<file path="config.mk">
export PLATFORM = sky130hd
export DESIGN_NAME = servo_register_frame_engine_flat
export DESIGN_NICKNAME = d
export VERILOG_FILES = /design/src/rtl/srfe_pkg.sv /design/src/rtl/srfe_if.sv /design/src/rtl/srfe_front.sv /design/src/rtl/srfe_queue.sv /design/src/rtl/srfe_back.sv /design/src/rtl/servo_register_frame_engine.sv /design/src/flat_wrapper.sv
export SDC_FILE = /design/constraint.sdc
export NUM_CORES = 1
export LEC_CHECK = 0
export ABC_AREA = 1
export BUFFER_PORTS_ARGS = -buffer_cell sky130_fd_sc_hd__buf_4
export CORE_UTILIZATION = 45
export DETAILED_ROUTE_END_ITERATION = 8
export GPL_ROUTABILITY_DRIVEN = 0
export MAX_ROUTING_LAYER = met4
export PLACE_DENSITY = 0.72
export SYNTH_ARGS = -nofsm -noshare
export SYNTH_HDL_FRONTEND = slang
export SYNTH_SLANG_ARGS = --single-unit
</file>
<file path="constraint.sdc">
create_clock -name clk -period 4.2 [get_ports clk]
set_clock_uncertainty 0.05 [all_clocks]
set_input_delay 0.42 -clock clk [delete_from_list [all_inputs] [get_ports clk]]
set_output_delay 0.42 -clock clk [all_outputs]
set_load 0.02 [all_outputs]
</file>
<file path="src/rtl/srfe_pkg.sv">
`timescale 1ns / 1ps

package srfe_pkg;

    localparam logic [1:0] MODE_READ  = 2'd0;
    localparam logic [1:0] MODE_WRITE = 2'd1;
    localparam logic [1:0] MODE_RXB   = 2'd2;
    localparam logic [1:0] MODE_LINE  = 2'd3;

    localparam logic [1:0] ST_OK      = 2'd0;
    localparam logic [1:0] ST_NOSERVO = 2'd1;
    localparam logic [1:0] ST_BOOTING = 2'd2;
    localparam logic [1:0] ST_CORRUPT = 2'd3;

    localparam logic [7:0] SYNC_OUT  = 8'h96;
    localparam logic [7:0] SYNC_IN   = 8'h69;
    localparam logic [7:0] LEN_WRITE = 8'h02;
    localparam logic [7:0] ZERO_BYTE = 8'h00;

    localparam logic [1:0] JOB_READ  = 2'd0;
    localparam logic [1:0] JOB_WRITE = 2'd1;
    localparam logic [1:0] JOB_DONE  = 2'd2;

    localparam int QUEUE_DEPTH = 4;
    localparam int QPTR_W      = $clog2(QUEUE_DEPTH);
    localparam int QCNT_W      = $clog2(QUEUE_DEPTH + 1);

    typedef struct packed {
        logic [1:0]  kind;
        logic [7:0]  addr;
        logic [15:0] value;
        logic [1:0]  status;
    } job_t;

    typedef struct packed {
        logic full;
        logic empty;
    } q_flags_t;

endpackage

</file>
<file path="src/rtl/srfe_if.sv">
`timescale 1ns / 1ps

interface srfe_cmd_if;
    logic        valid;
    logic        ready;
    logic [1:0]  mode;
    logic [7:0]  reg_addr;
    logic [15:0] write_value;
    logic [7:0]  rx_byte;
    logic        rx_error;
    logic        line_high;

    modport source (
        output valid, mode, reg_addr, write_value, rx_byte, rx_error, line_high,
        input  ready
    );
    modport sink (
        input  valid, mode, reg_addr, write_value, rx_byte, rx_error, line_high,
        output ready
    );
endinterface

interface srfe_res_if;
    logic        valid;
    logic        ready;
    logic        kind;
    logic [7:0]  tx_byte;
    logic        last;
    logic [1:0]  status;
    logic [15:0] read_value;

    modport source (
        output valid, kind, tx_byte, last, status, read_value,
        input  ready
    );
    modport sink (
        input  valid, kind, tx_byte, last, status, read_value,
        output ready
    );
endinterface

</file>
<file path="src/rtl/srfe_front.sv">
`timescale 1ns / 1ps

module srfe_front (
    input  logic                clk,
    input  logic                rst_n,
    srfe_cmd_if.sink            cmd,
    input  srfe_pkg::q_flags_t  q_flags,
    output logic                push,
    output srfe_pkg::job_t      job
);
    import srfe_pkg::*;

    localparam logic [1:0] PH_IDLE      = 2'd0;
    localparam logic [1:0] PH_WAIT_LOW  = 2'd1;
    localparam logic [1:0] PH_RECV      = 2'd2;
    localparam logic [1:0] PH_WAIT_HIGH = 2'd3;

    logic [1:0] phase_reg, phase_next;
    logic [2:0] byte_index_reg, byte_index_next;
    logic [7:0] pending_addr_reg, pending_addr_next;
    logic       reply_bad_reg, reply_bad_next;
    logic [7:0] reply_sum_reg, reply_sum_next;
    logic [7:0] reply_low_reg, reply_low_next;
    logic [7:0] reply_high_reg, reply_high_next;
    logic       accept;

    assign cmd.ready = !q_flags.full;
    assign accept    = cmd.valid && cmd.ready;

    always_comb
    begin
        phase_next        = phase_reg;
        byte_index_next   = byte_index_reg;
        pending_addr_next = pending_addr_reg;
        reply_bad_next    = reply_bad_reg;
        reply_sum_next    = reply_sum_reg;
        reply_low_next    = reply_low_reg;
        reply_high_next   = reply_high_reg;
        push              = 1'b0;
        job.kind          = JOB_DONE;
        job.addr          = cmd.reg_addr;
        job.value         = cmd.write_value;
        job.status        = ST_OK;
        if (accept)
        begin
            case (cmd.mode)
                MODE_READ:
                begin
                    if (phase_reg == PH_IDLE)
                    begin
                        push              = 1'b1;
                        job.kind          = JOB_READ;
                        pending_addr_next = cmd.reg_addr;
                        phase_next        = PH_WAIT_LOW;
                    end
                end
                MODE_WRITE:
                begin
                    if (phase_reg == PH_IDLE)
                    begin
                        push     = 1'b1;
                        job.kind = JOB_WRITE;
                    end
                end
                MODE_RXB:
                begin
                    if (phase_reg == PH_RECV)
                    begin
                        if (cmd.rx_error)
                            reply_bad_next = 1'b1;
                        case (byte_index_reg)
                            3'd0: if (cmd.rx_byte != SYNC_IN) reply_bad_next = 1'b1;
                            3'd2: if (cmd.rx_byte != pending_addr_reg) reply_bad_next = 1'b1;
                            3'd3: if (cmd.rx_byte != LEN_WRITE) reply_bad_next = 1'b1;
                            3'd4: reply_low_next = cmd.rx_byte;
                            3'd5: reply_high_next = cmd.rx_byte;
                            3'd6: if (cmd.rx_byte != reply_sum_reg) reply_bad_next = 1'b1;
                            default: ;
                        endcase
                        if (byte_index_reg inside {[3'd1:3'd5]})
                            reply_sum_next = reply_sum_reg + cmd.rx_byte;
                        if (byte_index_reg >= 3'd6)
                        begin
                            byte_index_next = 3'd0;
                            phase_next      = PH_WAIT_HIGH;
                        end
                        else
                            byte_index_next = byte_index_reg + 3'd1;
                    end
                end
                default:
                begin
                    if (phase_reg == PH_WAIT_LOW)
                    begin
                        if (cmd.line_high)
                        begin
                            push       = 1'b1;
                            job.status = ST_NOSERVO;
                            job.value  = 16'd0;
                            phase_next = PH_IDLE;
                        end
                        else
                        begin
                            byte_index_next = 3'd0;
                            reply_bad_next  = 1'b0;
                            reply_sum_next  = 8'd0;
                            reply_low_next  = 8'd0;
                            reply_high_next = 8'd0;
                            phase_next      = PH_RECV;
                        end
                    end
                    else if (phase_reg == PH_WAIT_HIGH)
                    begin
                        push       = 1'b1;
                        phase_next = PH_IDLE;
                        job.value  = 16'd0;
                        if (!cmd.line_high)
                            job.status = ST_BOOTING;
                        else if (reply_bad_reg)
                            job.status = ST_CORRUPT;
                        else
                            job.value = {reply_high_reg, reply_low_reg};
                    end
                end
            endcase
        end
    end

    always_ff @(posedge clk or negedge rst_n)
    begin
        if (!rst_n)
        begin
            phase_reg        <= PH_IDLE;
            byte_index_reg   <= 3'd0;
            pending_addr_reg <= 8'd0;
            reply_bad_reg    <= 1'b0;
            reply_sum_reg    <= 8'd0;
            reply_low_reg    <= 8'd0;
            reply_high_reg   <= 8'd0;
        end
        else
        begin
            phase_reg        <= phase_next;
            byte_index_reg   <= byte_index_next;
            pending_addr_reg <= pending_addr_next;
            reply_bad_reg    <= reply_bad_next;
            reply_sum_reg    <= reply_sum_next;
            reply_low_reg    <= reply_low_next;
            reply_high_reg   <= reply_high_next;
        end
    end

    a_index_in_recv: assert property (@(posedge clk) disable iff (!rst_n)
        byte_index_reg != 3'd0 |-> phase_reg == PH_RECV)
        else $error("reply byte count outside receive phase");

    a_read_starts_wait: assert property (@(posedge clk) disable iff (!rst_n)
        push && job.kind == JOB_READ |=> phase_reg == PH_WAIT_LOW)
        else $error("read frame queued without waiting for line sample");

    a_write_when_idle: assert property (@(posedge clk) disable iff (!rst_n)
        push && job.kind == JOB_WRITE |-> phase_reg == PH_IDLE)
        else $error("write frame queued while read in flight");

endmodule

</file>
<file path="src/rtl/srfe_queue.sv">
`timescale 1ns / 1ps

module srfe_queue (
    input  logic                clk,
    input  logic                rst_n,
    input  logic                push,
    input  srfe_pkg::job_t      push_job,
    input  logic                pop,
    output srfe_pkg::job_t      head_job,
    output srfe_pkg::q_flags_t  flags
);
    import srfe_pkg::*;

    job_t              entry_reg [QUEUE_DEPTH];
    logic [QPTR_W-1:0] wr_ptr_reg, wr_ptr_next;
    logic [QPTR_W-1:0] rd_ptr_reg, rd_ptr_next;
    logic [QCNT_W-1:0] count_reg, count_next;
    logic              do_push, do_pop;

    assign flags.full  = count_reg == QCNT_W'(QUEUE_DEPTH);
    assign flags.empty = count_reg == '0;
    assign head_job    = entry_reg[rd_ptr_reg];
    assign do_push     = push && !flags.full;
    assign do_pop      = pop && !flags.empty;

    always_comb
    begin
        wr_ptr_next = wr_ptr_reg;
        rd_ptr_next = rd_ptr_reg;
        count_next  = count_reg;
        if (do_push)
            wr_ptr_next = (wr_ptr_reg == QPTR_W'(QUEUE_DEPTH - 1)) ? '0 : wr_ptr_reg + 1'b1;
        if (do_pop)
            rd_ptr_next = (rd_ptr_reg == QPTR_W'(QUEUE_DEPTH - 1)) ? '0 : rd_ptr_reg + 1'b1;
        if (do_push && !do_pop)
            count_next = count_reg + 1'b1;
        else if (do_pop && !do_push)
            count_next = count_reg - 1'b1;
    end

    always_ff @(posedge clk or negedge rst_n)
    begin
        if (!rst_n)
        begin
            wr_ptr_reg <= '0;
            rd_ptr_reg <= '0;
            count_reg  <= '0;
        end
        else
        begin
            wr_ptr_reg <= wr_ptr_next;
            rd_ptr_reg <= rd_ptr_next;
            count_reg  <= count_next;
        end
    end

    always_ff @(posedge clk)
    begin
        if (do_push)
            entry_reg[wr_ptr_reg] <= push_job;
    end

    a_no_overflow: assert property (@(posedge clk) disable iff (!rst_n)
        push |-> !flags.full)
        else $error("job pushed into full queue");

    a_count_bound: assert property (@(posedge clk) disable iff (!rst_n)
        count_reg <= QCNT_W'(QUEUE_DEPTH))
        else $error("queue count out of range");

endmodule

</file>
<file path="src/rtl/srfe_back.sv">
`timescale 1ns / 1ps

module srfe_back (
    input  logic                clk,
    input  logic                rst_n,
    input  srfe_pkg::job_t      head_job,
    input  srfe_pkg::q_flags_t  q_flags,
    output logic                pop,
    srfe_res_if.source          res
);
    import srfe_pkg::*;

    logic [2:0]  idx_reg, idx_next;
    logic        valid_reg, valid_next;
    logic        kind_reg;
    logic [7:0]  tx_byte_reg;
    logic        last_reg;
    logic [1:0]  status_reg;
    logic [15:0] read_value_reg;
    logic        load;
    logic        final_step;
    logic        gen_kind;
    logic [7:0]  gen_byte;
    logic        gen_last;
    logic [7:0]  wr_sum;

    assign load   = !q_flags.empty && (!valid_reg || res.ready);
    assign wr_sum = head_job.addr + LEN_WRITE + head_job.value[7:0] + head_job.value[15:8];

    always_comb
    begin
        gen_kind   = 1'b0;
        gen_byte   = ZERO_BYTE;
        gen_last   = 1'b0;
        final_step = 1'b0;
        case (head_job.kind)
            JOB_READ:
            begin
                case (idx_reg)
                    3'd0:    gen_byte = SYNC_OUT;
                    3'd2:    gen_byte = head_job.addr;
                    3'd4:
                    begin
                        gen_byte   = head_job.addr;
                        gen_last   = 1'b1;
                        final_step = 1'b1;
                    end
                    default: gen_byte = ZERO_BYTE;
                endcase
            end
            JOB_WRITE:
            begin
                case (idx_reg)
                    3'd0:    gen_byte = SYNC_OUT;
                    3'd2:    gen_byte = head_job.addr;
                    3'd3:    gen_byte = LEN_WRITE;
                    3'd4:    gen_byte = head_job.value[7:0];
                    3'd5:    gen_byte = head_job.value[15:8];
                    3'd6:
                    begin
                        gen_byte   = wr_sum;
                        gen_last   = 1'b1;
                        final_step = 1'b1;
                    end
                    default: gen_byte = ZERO_BYTE;
                endcase
            end
            default:
            begin
                gen_kind   = 1'b1;
                final_step = 1'b1;
            end
        endcase
    end

    assign pop = load && final_step;

    always_comb
    begin
        idx_next   = idx_reg;
        valid_next = valid_reg;
        if (load)
        begin
            idx_next   = final_step ? 3'd0 : idx_reg + 3'd1;
            valid_next = 1'b1;
        end
        else if (res.ready)
            valid_next = 1'b0;
    end

    always_ff @(posedge clk or negedge rst_n)
    begin
        if (!rst_n)
        begin
            idx_reg   <= 3'd0;
            valid_reg <= 1'b0;
        end
        else
        begin
            idx_reg   <= idx_next;
            valid_reg <= valid_next;
        end
    end

    always_ff @(posedge clk)
    begin
        if (load)
        begin
            kind_reg       <= gen_kind;
            tx_byte_reg    <= gen_byte;
            last_reg       <= gen_last;
            status_reg     <= gen_kind ? head_job.status : ST_OK;
            read_value_reg <= gen_kind ? head_job.value : 16'd0;
        end
    end

    assign res.valid      = valid_reg;
    assign res.kind       = kind_reg;
    assign res.tx_byte    = tx_byte_reg;
    assign res.last       = last_reg;
    assign res.status     = status_reg;
    assign res.read_value = read_value_reg;

    a_frame_held: assert property (@(posedge clk) disable iff (!rst_n)
        idx_reg != 3'd0 |-> !q_flags.empty && head_job.kind != JOB_DONE)
        else $error("frame in progress without its job at queue head");

endmodule

</file>
<file path="src/rtl/servo_register_frame_engine.sv">
`timescale 1ns / 1ps
// Channel | Dir | Payload
// cmd     | in  | mode, reg_addr, write_value, rx_byte, rx_error, line_high
// res     | out | kind, tx_byte, last, status, read_value
//
// cmd takes one transfer per cycle while the four-entry job queue has room.
// res gives one transfer per cycle from its output register while res.ready is high:
// 5 for a read frame, 7 for a write frame, 1 for a completion.
// Reset (rst_n low) returns the protocol to idle, empties the queue, drops res.valid.
// res.ready low holds the output; once the queue fills, cmd.ready drops.

module servo_register_frame_engine (
    input  logic       clk,
    input  logic       rst_n,
    srfe_cmd_if.sink   cmd,
    srfe_res_if.source res
);
    import srfe_pkg::*;

    logic     push;
    logic     pop;
    job_t     push_job;
    job_t     head_job;
    q_flags_t q_flags;

    srfe_front u_front (
        .clk     (clk),
        .rst_n   (rst_n),
        .cmd     (cmd),
        .q_flags (q_flags),
        .push    (push),
        .job     (push_job)
    );

    srfe_queue u_queue (
        .clk      (clk),
        .rst_n    (rst_n),
        .push     (push),
        .push_job (push_job),
        .pop      (pop),
        .head_job (head_job),
        .flags    (q_flags)
    );

    srfe_back u_back (
        .clk      (clk),
        .rst_n    (rst_n),
        .head_job (head_job),
        .q_flags  (q_flags),
        .pop      (pop),
        .res      (res)
    );

endmodule
</file>
<file path="src/flat_wrapper.sv">
// flat-port wrapper written by rule: the top's interface ports become plain ports
module servo_register_frame_engine_flat import srfe_pkg::*;
  (clk, rst_n, cmd_valid, cmd_mode, cmd_reg_addr, cmd_write_value, cmd_rx_byte, cmd_rx_error, cmd_line_high, cmd_ready, res_valid, res_kind, res_tx_byte, res_last, res_status, res_read_value, res_ready);
  srfe_cmd_if cmd_i ();
  srfe_res_if res_i ();
  input  logic clk;
  input  logic rst_n;
  input wire logic [$bits(cmd_i.valid)-1:0] cmd_valid;
  input wire logic [$bits(cmd_i.mode)-1:0] cmd_mode;
  input wire logic [$bits(cmd_i.reg_addr)-1:0] cmd_reg_addr;
  input wire logic [$bits(cmd_i.write_value)-1:0] cmd_write_value;
  input wire logic [$bits(cmd_i.rx_byte)-1:0] cmd_rx_byte;
  input wire logic [$bits(cmd_i.rx_error)-1:0] cmd_rx_error;
  input wire logic [$bits(cmd_i.line_high)-1:0] cmd_line_high;
  output wire logic [$bits(cmd_i.ready)-1:0] cmd_ready;
  output wire logic [$bits(res_i.valid)-1:0] res_valid;
  output wire logic [$bits(res_i.kind)-1:0] res_kind;
  output wire logic [$bits(res_i.tx_byte)-1:0] res_tx_byte;
  output wire logic [$bits(res_i.last)-1:0] res_last;
  output wire logic [$bits(res_i.status)-1:0] res_status;
  output wire logic [$bits(res_i.read_value)-1:0] res_read_value;
  input wire logic [$bits(res_i.ready)-1:0] res_ready;
  assign cmd_i.valid = cmd_valid;
  assign cmd_i.mode = cmd_mode;
  assign cmd_i.reg_addr = cmd_reg_addr;
  assign cmd_i.write_value = cmd_write_value;
  assign cmd_i.rx_byte = cmd_rx_byte;
  assign cmd_i.rx_error = cmd_rx_error;
  assign cmd_i.line_high = cmd_line_high;
  assign cmd_ready = cmd_i.ready;
  assign res_valid = res_i.valid;
  assign res_kind = res_i.kind;
  assign res_tx_byte = res_i.tx_byte;
  assign res_last = res_i.last;
  assign res_status = res_i.status;
  assign res_read_value = res_i.read_value;
  assign res_i.ready = res_ready;
  servo_register_frame_engine u_core (.clk(clk), .rst_n(rst_n), .cmd(cmd_i), .res(res_i));
endmodule
</file>
# Yosys cells after proc, flatten, opt, wreduce, memory -nomap -nowiden
# Memory sizes are Yosys's and may differ from the RTL's.
# Cells that the tools add are included.
# W data, S select, Z words.
# totals
regBits,77
in_bits,40
mem_bits_rw,112
mem_count,1
out_inout_bits,30
word_cells,166
# mem_list
name,words,width,rd,rd_ports_with_merged_regs,wr,line_no,source
u_core.u_queue.entry_reg,4,28,1,0,1,srfe_queue.sv:14,job_t entry_reg [QUEUE_DEPTH];
# op_classes
add_sub_neg,10
n_lt_le_gt_ge,3
reduce_logical,34
mux,69
bitwise,2
eq_ne,30
# ops
operator,n
$mux W18,5
$pmux W8 S2,5
$mux W8,8
$pmux W8 S6,1
$mux W16,2
$mux W2,13
$add A8 B8 Y8,3
$reduce_and A6 Y1,4
$eq A3 B3 Y1 const B,7
$mux W3,7
$mux W1,20
$ne A8 B8 Y1,2
$eq A3 B2 Y1 const B,4
$eq A2 B2 Y1 const B,5
$add A3 B1 Y3 const B,3
$logic_not A3 Y1,3
$add A8 B2 Y8 const B,1
$logic_and A1 B1 Y1,8
$ne A2 B2 Y1 const B,4
$ne A8 B2 Y1 const B,1
$ne A8 B7 Y1 const B,1
$pmux W1 S2,4
$eq A2 B1 Y1 const B,3
$logic_not A2 Y1,3
19 further kinds,31

# Depth between registers and ports, before layout
# logic_depth
ltp_word,10
mapped_depth,22
ltp_nobuf,19

# Cells and area by module
# From an unflattened synthesis, not the netlist that was laid out.
# unflattened
hier_cells,1003
hier_area_um2,9920.8
# modules_own_cells
mod,seq_area_each_um2,area_per_inst_um2,n_inst,cells_per_inst
srfe_queue,3538.4,5082.4,1,387
srfe_front,950.9,2697.6,1,359
srfe_back,940.9,2140.8,1,257

# Least setup slack after synthesis
# No wires, ideal clock.
# synth_timing
path_kind,register -> register
from,"register u_core.u_back.valid_reg, in the netlist u_core.u_back.res.valid"
to,register u_core.u_queue.count_reg[1]
required_time_ns,4.027
synth_period_minus_slack_ns,3.422
t_arrival_ns,3.249
stages_incl_launch_ff,10
slack_ns,0.778
path_buffers,0
setup_time_ns,0.123
path_cell_list,dfrtp_1 -> inv_1 -> nor2_1 -> a31oi_1 -> nand2_1 -> ha_1 -> inv_1 -> fa_1 -> nor2_1 -> a21oi_1
# synth_between
elab_chain_len,8
word_cells_on_any_way,10
cone_classes,mux: 1; reduce/logical: 9
# synth_lines
element,line_no,source
from (decl),srfe_back.sv:14,"logic valid_reg, valid_next;"
from (signal assigned),srfe_back.sv:101,valid_reg <= valid_next;
$logic_not A1 Y1,srfe_back.sv:27,assign load = !q_flags.empty && (!valid_reg || res.ready);
$logic_or A1 B1 Y1,srfe_back.sv:27,
$logic_and A1 B1 Y1,srfe_back.sv:27,
named net u_core.u_back.load,srfe_back.sv:20,logic load;
$logic_and A1 B1 Y1,srfe_back.sv:76,assign pop = load && final_step;
$logic_and A1 B1 Y1,srfe_queue.sv:24,assign do_pop = pop && !flags.empty;
$logic_not A1 Y1,srfe_queue.sv:35,if (do_push && !do_pop)
$logic_and A1 B1 Y1,srfe_queue.sv:35,
$mux W3,srfe_queue.sv:35,
named net u_core.u_queue.count_next[1],srfe_queue.sv:17,"logic [QCNT_W-1:0] count_reg, count_next;"
to (signal assigned),srfe_queue.sv:53,count_reg <= count_next;
to (decl),srfe_queue.sv:17,
# The timed path passes the listed nets, and every way through them passes these cells.
# A chain may end at the register's enable or synchronous reset.

==> results.toml <==
[floorplan]
std_cell_rows = 52
dieWidth_um = 146
start_util = 0.459
die_h_um = 146
core_area_um2 = 20200
top_level_ports = 70
die_area_um2 = 21200

[worst_setup_path]
r2r_slack_ns = 0.79
cp.required_ns = 4.34
worstRegToRegCells = 16
cpLargestDelayFamily = "adder cells"
cp_slowest_cell = "fa_1"
r2r_end = "u_core.u_back.res.tx_byte[6]"
worstSetupPathType = "reg -> reg"
cpPeakStageDelay_ns = 0.51
worst_setup_path_start_kind = "flop"
cp_common_cell = "nand2_1"
arrival_ns = 3.55
timing.critical_path.to_type = "flop"
path_buf_inv = 1
path_cells = "buf_4 > nand2_1 > a32oi_1 > fa_1 > ha_1 > nand2_1 > o21ai_0 > nand2_1 > nand2_1 > nand2_1 > nand2_1 > nand2_1 > nand3_1 > nand2_1 > nand2_1 > o21ai_0"
critPathMaxFanout = 59
r2r-start = "u_core.u_queue.rd_ptr_reg[0]"

[global_route]
grt_pass1_vias = 6524
overflow = 0
grt_usage = 0.208
grt_pass1_wl_mm = 32.8
grt.busiest_layer = "met2"
grt_use_met1 = 0.267
grt_max_degree = 60
gr-usage-met3 = 0.0417
use_met2 = 0.324
antenna_found_initial = 0

[clock_tree]
path_clk_slew_ns = 0.07
cts_max_level = 4
cts_tree = "yes"
cts-buffers-inserted = 17
clk_latency_ns = 0.44
cts.sinks = 189
cts_setup_buffers = 0
clockRootBuffer = "clkbuf_16"
clk_path_buf_depth = 2

[timing]
post-route-period-util = 0.812
drv_slew = 0
fmax_mhz = 293
slew_headroom = 0.555
tightest_slew_ns = 0.667
grt_setup_unrepaired = "no"
setup_tns_ns = 0
finalSetupViolCount = 0
hold_violations = 0
min_period_ns = 3.41

[placed_design]
numPlacedInstances = 1273
dp_hpwl_mm = 14.8
io_buffers = 69

[route]
viasPerCell = 5.22
wire_per_inst_um = 15.5
ant_nets = 0
drc = 0
drt_iter0_markers = 677
finalWirelength_mm = 20.3
first_pass_iters = 6
vias = 6814

[cells_and_area]
stdcell_count = 1306
multi_input_area_um2 = 3300
area_growth_pct = 15.1
largest_register_ffs = 112
antenna_cells = 0
finalNetCount = 1102
post_route_cells_drive_above_1_share = 0.136
regArea_um2 = 5430
n_fill_cell = 1794

[power_and_ir_drop]
p_leak_nw = 4.59
p_per_area_nw_per_um2 = 783
vdd.ir_drop.worst_mv = 0.352

[synthesis]
yosysUniqueCellTypes = 40
syn_inst = 950
synth_seq_cells = 189
synth_nets = 1029
avgSynthCellArea_um2 = 9.77
ys_seq_area_frac = 0.585
ys_warn_count = 0
syn_area_um2 = 9280

[job]
cap_violations = 0

[hold_path]
min_from = "res_ready"
holdPathEnd = "u_core.u_back.res.valid"
hold_depth = 2
hold_class = "in -> reg"

[run_status]
outcome = "complete, no violations"
## cell usage after synthesis
| cell type | count | area share |
|---|---|---|
| edfxtp_1 | 140 | 0.45 |
| a21oi_2 | 2 | 0.0019 |
| clkbuf_1 | 9 | 0.0036 |
| nor2_2 | 2 | 0.0013 |
| nor2_4 | 3 | 0.0036 |
| and2_1 | 5 | 0.0034 |
| buf_4 | 5 | 0.0040 |
| o2111ai_1 | 1 | 0.00094 |
| nand4_1 | 4 | 0.0027 |
| mux2_2 | 9 | 0.011 |
| buf_2 | 16 | 0.0086 |
| nand3_1 | 81 | 0.044 |
| o21ai_0 | 65 | 0.035 |
| xnor2_1 | 6 | 0.0057 |
| a32o_1 | 2 | 0.0022 |
| inv_2 | 4 | 0.0016 |
| a31oi_1 | 3 | 0.0020 |
| a211oi_1 | 2 | 0.0016 |
| o21a_1 | 1 | 0.00081 |
| fa_1 | 9 | 0.019 |
| ha_1 | 30 | 0.040 |
| nor2_1 | 73 | 0.030 |
| dfrtp_1 | 49 | 0.13 |
| o21ai_1 | 1 | 0.00054 |
| clkinv_1 | 1 | 0.00040 |
| a21oi_1 | 25 | 0.013 |
| xor2_1 | 4 | 0.0038 |
| o22ai_1 | 14 | 0.0094 |
| o22a_1 | 3 | 0.0028 |
| nor3_1 | 8 | 0.0043 |
| o211ai_1 | 3 | 0.0024 |
| o31ai_1 | 2 | 0.0016 |
| a32oi_1 | 2 | 0.0019 |
| a2bb2oi_1 | 1 | 0.00094 |
| a2111oi_0 | 1 | 0.00094 |
| inv_1 | 109 | 0.044 |
| nand2_1 | 250 | 0.10 |
| nand2_2 | 2 | 0.0013 |
| o221ai_1 | 1 | 0.00094 |
| nand3b_1 | 2 | 0.0016 |
## logic make-up after synthesis
group                    share of synthesized area
AO/OA/AOI/OAI                               0.0795
XOR/XNOR                                   0.00944
buffers and inverters                       0.0624
flip-flops                                   0.585
AND/OR/NAND/NOR                              0.193
adder cells (fa/ha/maj)                     0.0599
multiplexers                                0.0109
## per-layer routing
metal / wire (um) / part of all wire
met1: 8900 / 0.44
met2: 9470 / 0.47
met3: 1180 / 0.058
met4: 711 / 0.035
met5: 0 / 0
## how the worst max path moves through the flow
stage,from,end,slack (ns),cells past startpoint
floorplan,u_core.u_back.res.valid,u_core.u_queue.count_reg[1],0.78,9
global placement,u_core.u_queue.rd_ptr_reg[0],u_core.u_back.res.tx_byte[6],0.95,16
detailed placement,u_core.u_queue.rd_ptr_reg[0],u_core.u_back.res.tx_byte[6],0.82,16
CTS,u_core.u_queue.rd_ptr_reg[0],u_core.u_back.res.tx_byte[6],0.80,16
global route,u_core.u_queue.rd_ptr_reg[0],u_core.u_back.res.tx_byte[6],0.52,16
finish,u_core.u_queue.rd_ptr_reg[0],u_core.u_back.res.tx_byte[6],0.79,16
## cell type report
class,count,area share
Timing Repair Buffer,84,0.0593
Multi-Input combinational cell,617,0.308
Tap cell,270,0.0316
Sequential cell,189,0.508
Clock inverter,14,0.0122
Inverter,114,0.0401
Clock buffer,18,0.0402
## metrics by stage
step           utilization  setup slack (ns)  power (mW)  instance area, um2  hold WS (ns)
2_1_floorplan            -             0.778        5.74                9280        0.0744
3_3_place_gp         0.500             0.948        6.72               10100         0.442
3_5_place_dp         0.500             0.817        6.85               10100         0.451
4_1_cts              0.528             0.802        8.37               10700         0.118
5_1_grt              0.528             0.518        8.99               10700         0.129
6_report             0.528             0.789        8.37               10700         0.124
## layout by cell type (no fill, tap or decap), types with 3 or more instances in the layout
master and n:
o22a_1 3, fa_1 9, mux2_2 9, o22ai_1 14, nor2_1 69, xor2_1 4
inv_1 109, o211ai_1 3, clkinvlp_4 3, o21ai_0 65, a21oi_1 25, inv_6 3
nor3_1 8, dfrtp_1 49, nand4_1 4, buf_4 83, nand3_1 81, ha_1 30
inv_8 3, and2_1 5, nor2_2 6, clkbuf_16 17, edfxtp_1 140, xnor2_1 6
nand2_1 250, clkinv_4 3, inv_2 4, nor2_4 3
## power by group
part | switching [mW] | internal (mW)
combinational | 2.61 | 1.45
clock | 0.732 | 0.779
sequential | 0.218 | 2.58
## repair_timing
item	CTS	global route
resized for setup	0	0
setup endpoints to repair	0	0
endpoints found under the hold margin	49	0
hold buffers	1	0
Power figures use the tool's default switching activity.
